[config.mk]
export PLATFORM = sky130hd
export DESIGN_NAME = spt_front
export DESIGN_NICKNAME = d
export VERILOG_FILES = /design/src/sv/spt_pkg.sv /design/src/sv/spt_front.sv
export SDC_FILE = /design/constraint.sdc
export NUM_CORES = 1
export LEC_CHECK = 0
export ABC_AREA = 1
export BUFFER_PORTS_ARGS = -buffer_cell sky130_fd_sc_hd__buf_2
export CORE_MARGIN = 1.5
export CORE_UTILIZATION = 45
export DETAILED_ROUTE_END_ITERATION = 10
export PLACE_DENSITY = 0.76
export SETUP_SLACK_MARGIN = 0.3
export SYNTH_ARGS = -nofsm -noshare
export SYNTH_HDL_FRONTEND = slang
export SYNTH_SLANG_ARGS = --single-unit
[constraint.sdc]
create_clock -name clock -period 3.6 [get_ports clock]
set_input_delay 0.72 -clock clock [delete_from_list [all_inputs] [get_ports clock]]
set_output_delay 0.72 -clock clock [all_outputs]
set_load 0.01 [all_outputs]
[src/sv/spt_pkg.sv]
// Shared constants and types for the stride prefetch table.
`default_nettype none
package spt_pkg;

   // Default table geometry.
   localparam int DEF_TABLE_ENTRIES = 512;
   localparam int DEF_ADDR_BITS = 32;

   // Width of the PC, access address, result and limit register.
   localparam int FIELD_W = 32;

   // Reset value of the maximum physical address register.
   localparam logic [FIELD_W-1:0] MAX_PHYS_RESET = '1;

   // Depth of the queue between the front and back parts.
   localparam int QDEPTH = 4;
   localparam int QPTR_W = $clog2(QDEPTH);
   localparam int QLVL_W = $clog2(QDEPTH + 1);

   // Queue status seen by the top level for flow control.
   typedef struct packed {
      logic              empty;
      logic [QLVL_W-1:0] level;
   } queue_status_type;

endpackage
`default_nettype wire

[src/sv/spt_front.sv]
// Front part: accepts accesses and splits the PC into table slot and tag.
`default_nettype none
module spt_front #(
   parameter int TABLE_ENTRIES = spt_pkg::DEF_TABLE_ENTRIES,
   parameter int LAST_W = 32
) (
   input  wire logic                                 clock,
   input  wire logic                                 reset,
   input  wire logic                                 take,
   input  wire logic [spt_pkg::FIELD_W-1:0]          load_pc,
   input  wire logic [spt_pkg::FIELD_W-1:0]          access_addr,
   output logic      [1:0]                           inflight,
   output logic                                      push,
   output logic [(spt_pkg::FIELD_W - ($clog2(TABLE_ENTRIES + 1) - 1))
                 + $clog2(TABLE_ENTRIES) + LAST_W - 1:0] push_item
);

   localparam int IDX_W = $clog2(TABLE_ENTRIES);
   localparam int TAG_W = spt_pkg::FIELD_W - ($clog2(TABLE_ENTRIES + 1) - 1);
   localparam int SH = spt_pkg::FIELD_W + IDX_W;
   localparam int PROD_W = 2 * spt_pkg::FIELD_W + 1;
   // Rounded-up reciprocal: (pc * RECIP) >> SH equals pc / TABLE_ENTRIES for every 32-bit pc.
   localparam logic [63:0] RECIP = ((64'd1 << SH) + 64'(TABLE_ENTRIES) - 64'd1)
                                   / 64'(TABLE_ENTRIES);
   localparam logic [spt_pkg::FIELD_W-1:0] TE_W = spt_pkg::FIELD_W'(TABLE_ENTRIES);

   logic                          s1_vld_ff, s1_vld_in;
   logic [spt_pkg::FIELD_W-1:0]   s1_pc_ff;
   logic [LAST_W-1:0]             s1_addr_ff;
   logic [PROD_W-1:0]             s1_prod_ff, s1_prod_in;

   logic                          s2_vld_ff, s2_vld_in;
   logic [spt_pkg::FIELD_W-1:0]   s2_pc_ff;
   logic [LAST_W-1:0]             s2_addr_ff;
   logic [TAG_W-1:0]              s2_tag_ff, s2_tag_in;
   logic [spt_pkg::FIELD_W-1:0]   s2_qd_ff, s2_qd_in;
   logic [IDX_W-1:0]              slot;

   // Stage one multiplies the PC by the reciprocal of the table size.
   assign s1_vld_in = take;
   assign s1_prod_in = PROD_W'(load_pc) * PROD_W'(RECIP[spt_pkg::FIELD_W:0]);

   // Stage two takes the tag from the product and forms tag times table size.
   assign s2_vld_in = s1_vld_ff;
   assign s2_tag_in = TAG_W'(s1_prod_ff >> SH);
   assign s2_qd_in = spt_pkg::FIELD_W'(spt_pkg::FIELD_W'(s2_tag_in) * TE_W);

   always_ff @(posedge clock) begin
      if (reset) begin
         s1_vld_ff <= 1'b0;
         s2_vld_ff <= 1'b0;
      end else begin
         s1_vld_ff <= s1_vld_in;
         s2_vld_ff <= s2_vld_in;
      end
   end

   always_ff @(posedge clock) begin
      if (take) begin
         s1_pc_ff <= load_pc;
         s1_addr_ff <= access_addr[LAST_W-1:0];
         s1_prod_ff <= s1_prod_in;
      end
      if (s1_vld_ff) begin
         s2_pc_ff <= s1_pc_ff;
         s2_addr_ff <= s1_addr_ff;
         s2_tag_ff <= s2_tag_in;
         s2_qd_ff <= s2_qd_in;
      end
   end

   // The slot is the remainder left after removing tag times table size.
   assign slot = IDX_W'(s2_pc_ff - s2_qd_ff);

   assign push = s2_vld_ff;
   assign push_item = {s2_tag_ff, slot, s2_addr_ff};
   assign inflight = {1'b0, s1_vld_ff} + {1'b0, s2_vld_ff};

endmodule
`default_nettype wire

==> summary.txt <==
Outcome
  – Status: completed

Global route
  – Grt ovf: 0
  – Vias in the first global route: 1694
  – First-pass GRT wire length: 8.12 mm
  – Initial antenna violation count: 0
  – Pin count of the biggest net entering global routing: 66
  – GRT Util Overall: 13.5%

Timing
  – Post-route setup slack: 1.65 ns
  – Slew HR: between 40% and 50%
  – Post-route clock period utilization: 54.2%
  – Fmax: 513 MHz
  – RSZ-0062 raised after global routing: no
  – Max-slew violation total from the final report: 0
  – Hold Vio Cnt, Final: 0
  – Crit path time final: 1.95 ns
  – Setup violators final: 0
  – Worst-margin pin slew: 0.774 ns
  – Final setup TNS: 0 ns
  – Clk_skew: 0.00511 ns

Yosys
  – Sequential area share after synthesis: about 99%
  – Share of the synthesized area in the top cell type: 98.3%
  – YS warnings: 0
  – Top area cells in the synthesized netlist: edfxtp_1, dfxtp_1, ha_1, inv_1, nor2_1
  – Synthesized instance count: 135
  – Net Count, Synth: 203
  – Synthesized area: 3910 µm²
  – Synthesized flop and latch total: 130
  – Mean Syn Cell Area: slightly below 30 µm²
  – Biggest area consumer among synthesized cells: edfxtp_1
  – Netlist cell types: 5

Cells and area
  – Filler instances: 576
  – Nets: 357
  – Antenna cells: 0
  – Commonest non-fill, non-tap cells in the layout: buf_2, edfxtp_1, clkbuf_16
  – Synthesis-to-layout area growth: 35.6%
  – Layout cell share with drive strength beyond 1: 54.6%
  – Non-Filler Instances: 407
  – Commonest non-fill, non-tap cell in the layout: buf_2

Place
  – Port bufs: 133
  – Placed Cells: roughly 380
  – Place WS: between 1.5 and 2 ns
  – Final GP Congestion: 0.655

Detailed routing
  – DR vias/cell: 4.37
  – Post-Route WL: approximately 6 mm
  – DR iter-0 viols: 91
  – Drt drc: 0
  – Wire length per cell: 14.3 µm
  – Post-DRT Antenna Nets: 0
  – Drt pass-1 iters: 4
  – Vias: 1777

Clocking
  – CTS root buffer: clkbuf_8
  – Clk Latency, worst-skew pair: 0.50 ns
  – Clk buf depth: 2
  – Htree depth: 4
  – CTS tree: yes
  – CTS resizes: 0
  – TritonCTS sink count: 130
  – CTS Buf Count: 17
  – # Post-CTS Setup Buffers: 0
  – Hold-fix buffers at CTS: 0
  – Reg clk slew, reported paths: 0.06 ns

Setup path
  – Critical path data arrival time: ~1.2 ns
  – Worst Path Required: 2.88 ns
  – Critical Path Start Type: flop
  – Setup crit end kind: primary output
  – Crit-path max FO: 2
  – WS Path Type: flop to primary output

Floorplan
  – Die width: 96.2 µm
  – Initial Util: 47.1%
  – Total die area: 9260 µm²
  – IO Pins: 134
  – Core ar.: 8300 µm²
  – Rows: 33
  – DIE HEIGHT: 96.2 µm

Pwr
  – PD cells: 680 nW/µm²
  – Peak supply drop: 0.476 mV
  – Lkg Pwr: 0.00208 µW

Flow run
  – Max Cap Viol: 0

Worst hold path
  – Worst hold path class: input port to flop
-- per-layer routing --
metal	vias up	track usage, %	share of wire, %
li1	854	-	-
met1	807	15.3	41
met2	104	18.6	44
met3	12	8.85	13
met4	0	8.46	1.6
met5	-	0	0
-- power breakdown --
part,switching [µW],leakage [µW],total [µW],internal [µW]
logic,85.8,0.000559,147,61.5
registers,26.7,0.00124,1820,1800
clock network,592,0.000280,1640,1050
total,705,0.00208,3610,2910
-- cells in the mapped netlist --
cell      count
edfxtp_1    128
dfxtp_1       2
inv_1         2
nor2_1        2
ha_1          1
-- registers in the layout, summed over array words and instances, names as in the netlist --
register / count
s1_vld_ff: 1
s2_tag_ff: 23
s2_pc_ff: 9
s1_pc_ff: 32
s1_addr_ff: 32
s2_addr_ff: 32
push: 1
-- critical path: stages, from the launching register on --
cell,delay (ns)
dfxtp_1,0.31
ha_1,0.28
buf_2,0.14
-- cell type report --
class                      count  area (µm²)  share of cell area [%]
multi-input combinational      3        20.0                   0.377
clock inverter                15         166                    3.14
clock buffer                  17         414                    7.81
inverter                       2        7.51                   0.142
sequential                   130        3880                    73.2
timing repair buffer         135         681                    12.8
tap                          105         131                    2.48
-- stage by stage --
step	total power, µW	util (%)	hold slack [ns]	area, µm²
2_1_floorplan	1890	-	0.400	3910
3_3_place_gp	2000	56.9	0.401	4720
3_5_place_dp	2010	56.9	0.405	4720
4_1_cts	3650	63.9	0.349	5310
5_1_grt	3740	63.9	0.359	5310
6_report	3610	63.9	0.379	5310
-- worst paths after layout --
| path | start | slack [ns] | depth (start not counted) | endpoint |
|---|---|---|---|---|
| max | push$_SDFF_PP0_ | 1.65 | 2 | inflight[0] |
| min | reset | 0.38 | 2 | s1_vld_ff$_SDFF_PP0_ |
| max reg2reg | s1_vld_ff$_SDFF_PP0_ | 2.27 | 1 | s2_addr_ff[1]$_DFFE_PP_ |
| min reg2reg | s1_pc_ff[16]$_DFFE_PP_ | 0.41 | 0 | s2_tag_ff[7]$_DFFE_PP_ |
-- cells by family (layout without fill, tap and decap cells) --
| logic type | count (synthesis) | count (layout) | synth area share (%) |
|---|---|---|---|
| fa+ha+maj | 1 | 1 | 0.320 |
| buf+inv | 2 | 169 | 0.192 |
| flops | 130 | 130 | 99.3 |
| simple gates | 2 | 2 | 0.192 |
No activity file was read; power rests on OpenSTA's default activity.
