**src/sv/spt_pkg.sv**
```systemverilog
// Shared constants and types for the stride prefetch table.
`default_nettype none
package spt_pkg;

   // Default table geometry.
   localparam int DEF_TABLE_ENTRIES = 512;
   localparam int DEF_ADDR_BITS = 32;

   // Width of the PC, access address, result and limit register.
   localparam int FIELD_W = 32;

   // Reset value of the maximum physical address register.
   localparam logic [FIELD_W-1:0] MAX_PHYS_RESET = '1;

   // Depth of the queue between the front and back parts.
   localparam int QDEPTH = 4;
   localparam int QPTR_W = $clog2(QDEPTH);
   localparam int QLVL_W = $clog2(QDEPTH + 1);

   // Queue status seen by the top level for flow control.
   typedef struct packed {
      logic              empty;
      logic [QLVL_W-1:0] level;
   } queue_status_type;

endpackage
`default_nettype wire

```
**src/sv/spt_queue.sv**
```systemverilog
// Short queue that decouples the front part from the back part.
`default_nettype none
module spt_queue #(
   parameter int ITEM_W = 8
) (
   input  wire logic                       clock,
   input  wire logic                       reset,
   input  wire logic                       push,
   input  wire logic [ITEM_W-1:0]          push_item,
   input  wire logic                       pop,
   output logic      [ITEM_W-1:0]          head_item,
   output spt_pkg::queue_status_type       status
);

   logic [ITEM_W-1:0]               slot_ff [spt_pkg::QDEPTH];
   logic [spt_pkg::QPTR_W-1:0]      wr_ptr_ff, wr_ptr_in;
   logic [spt_pkg::QPTR_W-1:0]      rd_ptr_ff, rd_ptr_in;
   logic [spt_pkg::QLVL_W-1:0]      count_ff, count_in;

   // Pointers wrap over the queue depth; the count tracks occupancy.
   always_comb begin
      wr_ptr_in = wr_ptr_ff;
      rd_ptr_in = rd_ptr_ff;
      count_in = count_ff;
      if (push) begin
         wr_ptr_in = (wr_ptr_ff == spt_pkg::QPTR_W'(spt_pkg::QDEPTH - 1)) ?
                     '0 : wr_ptr_ff + 1'b1;
      end
      if (pop) begin
         rd_ptr_in = (rd_ptr_ff == spt_pkg::QPTR_W'(spt_pkg::QDEPTH - 1)) ?
                     '0 : rd_ptr_ff + 1'b1;
      end
      if (push && !pop) begin
         count_in = count_ff + 1'b1;
      end else if (pop && !push) begin
         count_in = count_ff - 1'b1;
      end
   end

   always_ff @(posedge clock) begin
      if (reset) begin
         wr_ptr_ff <= '0;
         rd_ptr_ff <= '0;
         count_ff <= '0;
      end else begin
         wr_ptr_ff <= wr_ptr_in;
         rd_ptr_ff <= rd_ptr_in;
         count_ff <= count_in;
      end
   end

   always_ff @(posedge clock) begin
      if (push) begin
         slot_ff[wr_ptr_ff] <= push_item;
      end
   end

   assign head_item = slot_ff[rd_ptr_ff];
   assign status.empty = (count_ff == '0);
   assign status.level = count_ff;

endmodule
`default_nettype wire

```
**config.mk**
```make
export PLATFORM = sky130hd
export DESIGN_NAME = spt_queue
export DESIGN_NICKNAME = d
export VERILOG_FILES = /design/src/sv/spt_pkg.sv /design/src/sv/spt_queue.sv
export SDC_FILE = /design/constraint.sdc
export NUM_CORES = 1
export LEC_CHECK = 0
export BUFFER_PORTS_ARGS = -buffer_cell sky130_fd_sc_hd__buf_2
export CAP_MARGIN = 20
export CORE_ASPECT_RATIO = 0.6
export CORE_UTILIZATION = 49
export CTS_CLUSTER_DIAMETER = 120
export CTS_CLUSTER_SIZE = 25
export DETAILED_ROUTE_END_ITERATION = 16
export PLACE_DENSITY_LB_ADDON = 0.15
export RECOVER_POWER = 25
export SLEW_MARGIN = 20
export SYNTH_ARGS = -nofsm -noshare
export SYNTH_HDL_FRONTEND = slang
export SYNTH_SLANG_ARGS = --single-unit
export TNS_END_PERCENT = 5
```
**constraint.sdc**
```tcl
create_clock -name clock -period 1.6 [get_ports clock]
set_clock_uncertainty 0.05 [all_clocks]
set_input_delay 0.32 -clock clock [delete_from_list [all_inputs] [get_ports clock]]
set_output_delay 0.32 -clock clock [all_outputs]
set_load 0.02 [all_outputs]
```
==> summary.md, run 1 <==
| Metric | Value |
|---|---|
| Via count | 820 |
| Final Instance Area | between 1500 and 2000 um2 |
| DRT iter0 DRCs | between 40 and 50 |
| Maximum number of pins on one net before global-route repair | 13 |
| DRT Pass-1 Iters | 4 |
| Outcome | finished with violations |
| Worst Path Buf+Inv | 2 |
| HP Class | in2reg |
| Post-Syn Nets | 104 |
| Most common cell after layout, fill and taps aside | edfxtp_1 |
| CTS root buf | clkbuf_8 |
| # port buffers | 23 |
| Post-Route WL | ~2.4 mm |
| Total GRT Usage | between 15 and 20% |
| Synthesized instance count | 85 |
| Initial Utilization | about 53% |
| Fin nets | around 140 |
| Final setup vio count | 8 |
| Adder-Cell Fraction of Synth Area | approximately 6.0% |
| Global placement routability congestion | approximately 0.7 |
| Slew Limit Headroom | around 70% |
| DRC violation count after routing | 0 |
| CP max stage cell | mux4_2 |
| Global-route wire length before repair | about 3.8 mm |
| CORE AREA | just under 3000 um2 |
| Critical Path Fanout Max | 8 |
| Register area share after synthesis | between 70 and 80% |
| Rows | 15 |
| Register bit total from synthesis | 41 |
| CTS Buf Count | 5 |
| Post-CTS resize count | 7 |
| DP Area | ~1800 um2 |
| CP arrival | about 1.4 ns |
| Final Max Tran Viols | 0 |
| Most frequent cells in the layout | edfxtp_1 (32), buf_2 (15), mux4_2 (8), dfxtp_1 (8), nor2_1 (7) |
| Cell variety after synth | 17 |
| Pleak | slightly above 0.7 nW |
| Final setup margin | -0.2025 ns |
| Post-DRT Antenna Nets | 0 |
| Worst setup EP type | primary output |
| Layout Area Growth over Synthesis | 21.64% |
| Achievable clock frequency | roughly 0.55 GHz |
| Hold-fix buffers, CTS | 0 |
| Setup bufs post-CTS | 0 |
| Total Power | between 2 and 2.5 mW |
| Per-cell routed wire length | about 15 um |
| WP data required | about 1.2 ns |
| Initial antenna violation count | 0 |
| Fin crit period | about 1.8 ns |
| RSZ-0062 raised after global routing | true |
| Final hold violations | 0 |
| CP delay by family, top | multiplexers |
| Chip Height | 46.13 um |
| Cell area after synthesis | between 1500 and 2000 um2 |
| IO Count | 24 |
| Largest family of logic cells by synthesized area | multiplexers |
| Final Cycle Share | 112.7% |
| CTS Buffer Depth | 2 |
| Synth Area in Simple Gates | under 10% |
| Die width | 75.55 um |
| Yosys warns | 0 |
| Failing checks | setup timing |
| Critical path class | reg2out |
| Startpoint types | flip-flop |
| Total die area | approximately 3500 um2 |
| Antenna cell count | 0 |
| CTS tree | done |
| Global route total overflow | 0 |
| Worst-Margin Slew | approximately 0.43 ns |
| Dpl hpwl | between 1.5 and 2 mm |
| Worst-path clk slew | 0.07 ns |
| Post-synthesis xor/xnor area fraction | under 10% |
| Post-DR vias/cell | 5.093 |
| Compound-Gate Fraction of Synth Area | 0.9441% |
| Multiplexer share of the synthesized area | around 14% |
| Peak VDD IR | between 0.6 and 0.7 mV |
| CP peak stage delay | ~0.52 ns |
| CTS sink cnt | 41 |
| Share of layout cells above drive strength 1 | between 30% and 40% |
| Power per cell area | 1213 nW/um2 |
| Syn_area_per_cell | 18.71 um2 |
| Clock latency on the worst-skew pair | 0.28 ns |
| Number of global-route vias before repair | about 770 |
| Max-Cap Viols | 0 |
| CTS H-tree depth | 2 |
| CP Cell Sequence | buf_12, mux4_2, buf_6 |
-- power by group --
group | internal, mW | leakage [nW] | total [mW] | switching (mW)
combinational | 0.153 | 0.300 | 0.330 | 0.177
sequential | 1.21 | 0.369 | 1.25 | 0.0336
clock | 0.453 | 0.0540 | 0.771 | 0.318
-- registers in the layout, indices dropped and copies added (netlist names), named ones only --
name       count
count_ff       3
rd_ptr_ff      2
wr_ptr_ff      2
slot_ff       32
-- worst register-to-register path, stage by stage (launching register included) --
cell and delay, ns:
dfxtp_1 0.36, fa_2 0.40, xor2_1 0.15, or3_1 0.30
a21oi_1 0.13
-- synthesized netlist by cell type --
cell | instances | area share [%]
nor3b_1 | 1 | 0.47
xor2_1 | 2 | 1.1
buf_6 | 1 | 0.71
fa_1 | 1 | 1.3
mux4_2 | 8 | 11
clkbuf_2 | 1 | 0.31
o21ai_0 | 1 | 0.31
dfxtp_1 | 9 | 11
or3_1 | 1 | 0.39
and2_1 | 4 | 1.6
mux2i_1 | 4 | 2.5
edfxtp_1 | 32 | 60
inv_1 | 4 | 0.94
ha_1 | 6 | 4.7
nor3_1 | 1 | 0.31
nor2_1 | 7 | 1.7
a21oi_1 | 2 | 0.63
-- layer usage --
layer | share of wire [%] | global-route usage, % | vias to the layer above
li1 | - | - | 387
met3 | 5.2 | 5.908 | 4
met4 | 1.2 | 7.778 | 0
met5 | 0 | 0 | -
met2 | 47 | 24.11 | 19
met1 | 47 | 22.61 | 410
-- final cells by class --
| type | instances | area, um2 |
|---|---|---|
| Fill cell | 214 | 1050 |
| Tap cell | 42 | 52.55 |
| Timing Repair Buffer | 29 | 197.7 |
| Clock inverter | 2 | 35.03 |
| Sequential cell | 41 | 1142 |
| Multi-Input combinational cell | 38 | 422.9 |
| Inverter | 4 | 15.01 |
| Clock buffer | 5 | 68.82 |
-- kinds of logic after synthesis --
group / count (synthesis)
AO/OA/AOI/OAI: 3
XOR/XNOR: 2
adder cells (fa/ha/maj): 7
buffers and inverters: 6
flip-flops: 41
multiplexers: 12
AND/OR/NAND/NOR: 14
-- metrics by stage --
stage          util, %  TNS, ns  worst slack (ns)  hold WS (ns)  std cells
6_report         64.82   -1.478           -0.2025        0.2057        161
5_1_grt          64.82   -1.826           -0.2476        0.2072        161
4_1_cts          65.03   -1.571           -0.2092        0.1940        161
3_5_place_dp     60.88  -0.1965           -0.1965        0.4399        154
3_3_place_gp     60.88  -0.1408           -0.1408        0.4287        154
2_1_floorplan        -        0         0.0009470        0.3391         85
-- worst paths after layout --
path                                          startpoint                        to  slack [ns]  cells after the start
worst max register to register  count_ff[0]$_SDFFE_PP0P_  count_ff[2]$_SDFFE_PP0P_        0.15                      4
worst min-delay path                        push_item[2]   slot_ff[2][2]$_DFFE_PP_        0.21                      1
worst max-delay path                           flip-flop              head_item[6]       -0.20                      3
worst min register to register  count_ff[2]$_SDFFE_PP0P_  count_ff[2]$_SDFFE_PP0P_        0.45                      2
(Power assumes the default switching activity.)
==> inputs of run 2 (changes only) <==
CORE_MARGIN = 4   (was not set)
SKIP_LAST_GASP = 1   (was not set)
==> summary.md, run 2 (synthesis results as in run 1) <==
| Metric | Value |
|---|---|
| Achievable clock frequency | 0.5541 GHz (-0.12%) |
| Global route total overflow | 0 (unchanged) |
| DRC violation count after routing | 0 (unchanged) |
| Largest registers | slot_ff: 32 flops, count_ff: 3 flops |
| Fin crit period | 1.805 ns (+0.002245 ns) |
| DRT iter0 DRCs | 36 (-27%) |
| Most common cell after layout, fill and taps aside | edfxtp_1 |
| Global-route wire length before repair | 4.140 mm (+10%) |
| Most frequent cells in the layout | edfxtp_1 (32), buf_2 (15), mux4_2 (8), dfxtp_1 (8), nor2_1 (7) |
| Final setup vio count | 8 (unchanged) |
| Die width | 81.55 um (+7.9%) |
| IO Count | 24 (unchanged) |
| Fin nets | 138 (unchanged) |
| Post-CTS resize count | 3 (-4) |
| CTS tree | done |
| Startpoint types | flip-flop |
| Most flop-heavy register | slot_ff |
| RSZ-0062 raised after global routing | true |
| Critical Path Fanout Max | 8 (unchanged) |
| Post-DRT Antenna Nets | 0 (unchanged) |
| CP delay by family, top | multiplexers |
| Initial Utilization | 53.29% (unchanged) |
| Hold-fix buffers, CTS | 0 (unchanged) |
| # port buffers | 23 (unchanged) |
| Pleak | 0.7180 nW (-0.67%) |
| CP arrival | 1.43 ns (about the same) |
| Total GRT Usage | 14.04% (-2.6 points) |
| Power per cell area | 1220 nW/um2 (+0.56%) |
| Initial antenna violation count | 0 (unchanged) |
| CP max stage cell | mux4_2 |
| Number of global-route vias before repair | 840 (+8.9%) |
| Layout Utilization | 64.57% (-0.25 points) |
| Chip Height | 52.13 um (+13%) |
| WP data required | 1.23 ns (about the same) |
| Max-Cap Viols | 0 (unchanged) |
| Largest register FFs | 32 (unchanged) |
| Worst-path clk slew | 0.07 ns (about the same) |
| Worst Path Buf+Inv | 2 (unchanged) |
| Final setup margin | -0.2047 ns (-0.002245 ns) |
| Setup_tns | -1.492 ns (-0.01389 ns) |
| Dpl hpwl | 1.819 mm (+4.9%) |
| Maximum number of pins on one net before global-route repair | 13 (unchanged) |
| CTS sink cnt | 41 (unchanged) |
| Via count | 802 (-2.2%) |
| CTS H-tree depth | 2 (unchanged) |
| Setup bufs post-CTS | 0 (unchanged) |
| CTS root buf | clkbuf_8 |
| Outcome | finished with violations |
| Fill count | 215 (+0.47%) |
| Share of layout cells above drive strength 1 | 34.45% (-0.84 points) |
| Final Cycle Share | 112.8% (+0.14 points) |
| CP peak stage delay | 0.52 ns (about the same) |
| Failing checks | setup timing |
| Slew Limit Headroom | 71.06% (-0.26 points) |
| CTS Buffer Depth | 2 (unchanged) |
| Worst-Margin Slew | 0.4341 ns (+0.003927 ns) |
| Clock latency on the worst-skew pair | 0.28 ns (about the same) |
| Global placement routability congestion | 0.7744 (+12%) |
| CP Cell Sequence | buf_12, mux4_2, buf_6 |
| Critical path class | reg2out |
| CORE AREA | 2984 um2 (unchanged) |
| Layout Area Growth over Synthesis | 21.16% |
| HP Class | in2reg |
| CTS Buf Count | 5 (unchanged) |
| Final Max Tran Viols | 0 (unchanged) |
| DRT Pass-1 Iters | 4 (unchanged) |
| Per-cell routed wire length | 15.79 um (+6.2%) |
| Final hold violations | 0 (unchanged) |
| Peak VDD IR | 0.7250 mV (+17%) |
| Rows | 15 (unchanged) |
| Total die area | 4251 um2 (+22%) |
| Post-Route WL | 2.542 mm (+6.2%) |
| Pre-CTS setup slack | -0.2122 ns (-0.01576 ns) |
| Dpl cells | 154 (unchanged) |
| Finished Layout Cells | 161 (unchanged) |
| Antenna cell count | 0 (unchanged) |
| Post-DR vias/cell | 4.981 (-2.2%) |
| Worst setup EP type | primary output |
==> run 2: cell count changes in the layout (fill, tap and decap cells not counted) <==
cell / change
clkbuf_1: +1
buf_6: -1
==> run 2: routing by layer <==
layer / vias up / GRT usage [%] / part of all wire [%]
li1: 388 / - / -
met1: 386 / 17.93 / 46
met2: 26 / 21.62 / 46
met3: 2 / 6.574 / 7.2
met4: 0 / 3.652 / 0.47
met5: - / 0 / 0
==> run 2: area by class of cell <==
cell class / instances / area, um2 / area share, %
inverter: 4 / 15.01 / 0.7792
timing repair buffer: 29 / 190.2 / 9.870
clock buffer: 5 / 68.82 / 3.571
multi-input combinational: 38 / 422.9 / 21.95
clock inverter: 2 / 35.03 / 1.818
tap: 42 / 52.55 / 2.727
sequential: 41 / 1142 / 59.29
==> run 2: where the power goes <==
part / internal (mW) / switching, mW / total (mW)
registers: 1.21 / 0.0331 / 1.24
logic: 0.151 / 0.181 / 0.332
clock network: 0.453 / 0.321 / 0.774
==> run 2: final timing paths <==
check             cells after the start  slack, ns                     start                       end
hold reg to reg                       2       0.46  count_ff[2]$_SDFFE_PP0P_  count_ff[2]$_SDFFE_PP0P_
setup reg to reg                      4       0.14  count_ff[0]$_SDFFE_PP0P_  count_ff[2]$_SDFFE_PP0P_
hold / removal                        1       0.22              push_item[4]   slot_ff[0][4]$_DFFE_PP_
setup / recovery                      3      -0.20                 flip-flop              head_item[2]
==> run 2: metrics by stage <==
stage	power [mW]	hold WS [ns]	cell area, um2
6_report	2.351	0.2225	1927
5_1_grt	2.467	0.2101	1927
4_1_cts	2.374	0.1963	1928
3_5_place_dp	1.598	0.4448	1817
3_3_place_gp	1.580	0.4315	1817
2_1_floorplan	1.468	0.3391	1595
==> inputs of run 3 (changes only) <==
PLACE_DENSITY = 0.83   (was not set)
PLACE_DENSITY_LB_ADDON = not set   (was 0.15)
==> summary.md, run 3 (synthesis results as in run 1) <==
| Metric | Value |
|---|---|
| Maximum number of pins on one net before global-route repair | 13 (unchanged) |
| Worst Path Buf+Inv | 2 (unchanged) |
| Post-DRT Antenna Nets | 0 (unchanged) |
| Pint | 1.651 mW (-9.1%) |
| Largest register FFs | 32 (unchanged) |
| Dpl hpwl | 2.004 mm (+10%) |
| DRT Pass-1 Iters | 4 (unchanged) |
| Dpl cells | 154 (unchanged) |
| HP Start | push_item[0] |
| Clock latency on the worst-skew pair | 0.28 ns (about the same) |
| Reg2Reg Capture Point | count_ff[2]$_SDFFE_PP0P_ |
| Share of layout cells above drive strength 1 | 33.33% (-1.1 points) |
| CP arrival | 1.43 ns (about the same) |
| CTS sink cnt | 41 (unchanged) |
| Largest registers | slot_ff: 32 flops, count_ff: 3 flops |
| FF-to-FF Start | count_ff[0]$_SDFFE_PP0P_ |
| WP data required | 1.23 ns (about the same) |
| Max-Cap Viols | 0 (unchanged) |
| DRT iter0 DRCs | 29 (-19%) |
| CTS Buffer Depth | 2 (unchanged) |
| Final Max Tran Viols | 0 (unchanged) |
| Peak VDD IR | 0.6991 mV (-3.6%) |
| Fin crit period | 1.804 ns (-0.0007890 ns) |
| Logic pwr share | 15.1% (+1.0 points) |
| Final setup margin | -0.2039 ns (+0.0007890 ns) |
| Initial antenna violation count | 0 (unchanged) |
| DP Area | 1804 um2 (-0.69%) |
| Worst Hold Margin | 0.2207 ns (-0.001797 ns) |
| Final hold violations | 0 (unchanged) |
| Global placement routability congestion | 0.7483 (-3.4%) |
| Total die area | 4251 um2 (unchanged) |
| Setup_tns | -1.529 ns (-0.03701 ns) |
| Outcome | finished with violations |
| Post-DR vias/cell | 5.130 (+3.0%) |
| # port buffers | 23 (unchanged) |
| Worst setup EP type | primary output |
| Hold-fix buffers, CTS | 0 (unchanged) |
| Net Sw Frac | 24.69% (+1.9 points) |
| Die width | 81.55 um (unchanged) |
| Worst-path clk slew | 0.07 ns (about the same) |
| IO Count | 24 (unchanged) |
| CP delay by family, top | multiplexers |
| Achievable clock frequency | 0.5543 GHz (about the same) |
| NetSw | 0.5414 mW (+1.2%) |
| R2R Setup Slk | 0.13 ns (about the same) |
| Number of global-route vias before repair | 908 (+8.1%) |
| Flip-flop and latch area | 1142 um2 (unchanged) |
| Slew Limit Headroom | 71.51% (+0.45 points) |
| Most common cell after layout, fill and taps aside | edfxtp_1 |
| Rows | 15 (unchanged) |
| CP max stage cell | mux4_2 |
| Power per cell area | 1158 nW/um2 (-5.1%) |
| Global-route wire length before repair | 4.457 mm (+7.7%) |
| Worst-Margin Slew | 0.4273 ns (-0.006821 ns) |
| Finished Layout Cells | 162 (+0.62%) |
| CTS Buf Count | 5 (unchanged) |
| Sequential share of power | 56.9% (+3.9 points) |
| Antenna cell count | 0 (unchanged) |
| Layout Utilization | 63.44% (-1.1 points) |
| Final setup vio count | 8 (unchanged) |
| Chip Height | 52.13 um (unchanged) |
| Hold Crit Depth | 1 (unchanged) |
| Post-Route WL | 2.670 mm (+5.0%) |
| Pleak | 0.7029 nW (-2.1%) |
| Critical path class | reg2out |
| RSZ-0062 raised after global routing | true |
| Crit-path most repeated cell | buf_6 |
| Initial Utilization | 53.29% (unchanged) |
| Most frequent cells in the layout | edfxtp_1 (32), buf_2 (16), mux4_2 (8), dfxtp_1 (8), nor2_1 (7) |
| CP Cell Sequence | buf_6, mux4_2, buf_6 |
| Worst setup endpoint | head_item[0] |
| Final Cycle Share | 112.7% (about the same) |
| Reg2Reg Depth | 4 (unchanged) |
| Total Power | 2.192 mW (-6.7%) |
| DRC violation count after routing | 0 (unchanged) |
| CTS tree | done |
| CP peak stage delay | 0.52 ns (about the same) |
| Most flop-heavy register | slot_ff |
| Per-cell routed wire length | 16.48 um (+4.4%) |
| HP Class | in2reg |
| Critical Path Fanout Max | 4 (-4) |
| Worst path depth | 3 (unchanged) |
| Global route total overflow | 0 (unchanged) |
| Final Instance Area | 1893 um2 (-1.8%) |
| Total GRT Usage | 15.21% (+1.2 points) |
| CORE AREA | 2984 um2 (unchanged) |
| Startpoint types | flip-flop |
| Fill count | 227 (+5.6%) |
| CTS H-tree depth | 2 (unchanged) |
| Fin nets | 138 (unchanged) |
| Layout Area Growth over Synthesis | 19.04% |
| Area of the multi-input gates | 422.9 um2 (unchanged) |
| Clock power frac | 28.0% (-4.9 points) |
| Failing checks | setup timing |
| Pre-CTS setup slack | -0.1959 ns (+0.01634 ns) |
| CTS root buf | clkbuf_8 |
| Via count | 831 (+3.6%) |
run 3: cell types whose count changed in the layout (fill, tap and decap cells not counted), sizes merged:
cell,before,now
clkinv,1,3
bufinv,1,0
run 3: timing repair:
item,in CTS,in global routing
gates resized for setup,5,0
endpoints found under the setup margin,8,8
cloned,0,0
pin swaps,0,0
buffers inserted,0,0
run 3: metal layers:
layer / routed length [um] / GRT usage (%)
met1: 1153 / 18.58
met2: 1332 / 25.00
met3: 148 / 5.190
met4: 36 / 5.899
met5: 0 / 0
run 3: area by class of cell:
cell class,count,share of cell area (%)
clock buffers,5,3.635
clock inverters,3,0.6609
inverters,4,0.7931
multi-input cells,38,22.34
flip-flops and latches,41,60.34
well taps,42,2.776
repair buffers,29,9.451
run 3: power by group through the flow:
stage               clock [mW]  combinational, mW  sequential [mW]
floorplan                    0              0.190             1.28
global route             0.689              0.360             1.25
global placement             0              0.311             1.26
detailed placement           0              0.330             1.27
CTS                      0.638              0.340             1.25
finish                   0.614              0.332             1.25
run 3: worst register-to-register path, delay by kind of cell (launching register included):
kind,cells,cell delay [ns]
and+or+nand+nor,1,0.30
adders and majority gates,1,0.40
AOI/OAI and AO/OA,1,0.15
xor gates and xnor gates,1,0.15
DFF,1,0.36
run 3: worst min path at each step:
stage	end	slack, ns
2_1_floorplan	count_ff[2]$_SDFFE_PP0P_	0.34
3_3_place_gp	count_ff[2]$_SDFFE_PP0P_	0.43
3_5_place_dp	count_ff[2]$_SDFFE_PP0P_	0.48
4_1_cts	slot_ff[3][3]$_DFFE_PP_	0.19
5_1_grt	slot_ff[3][7]$_DFFE_PP_	0.22
6_report	slot_ff[3][0]$_DFFE_PP_	0.22
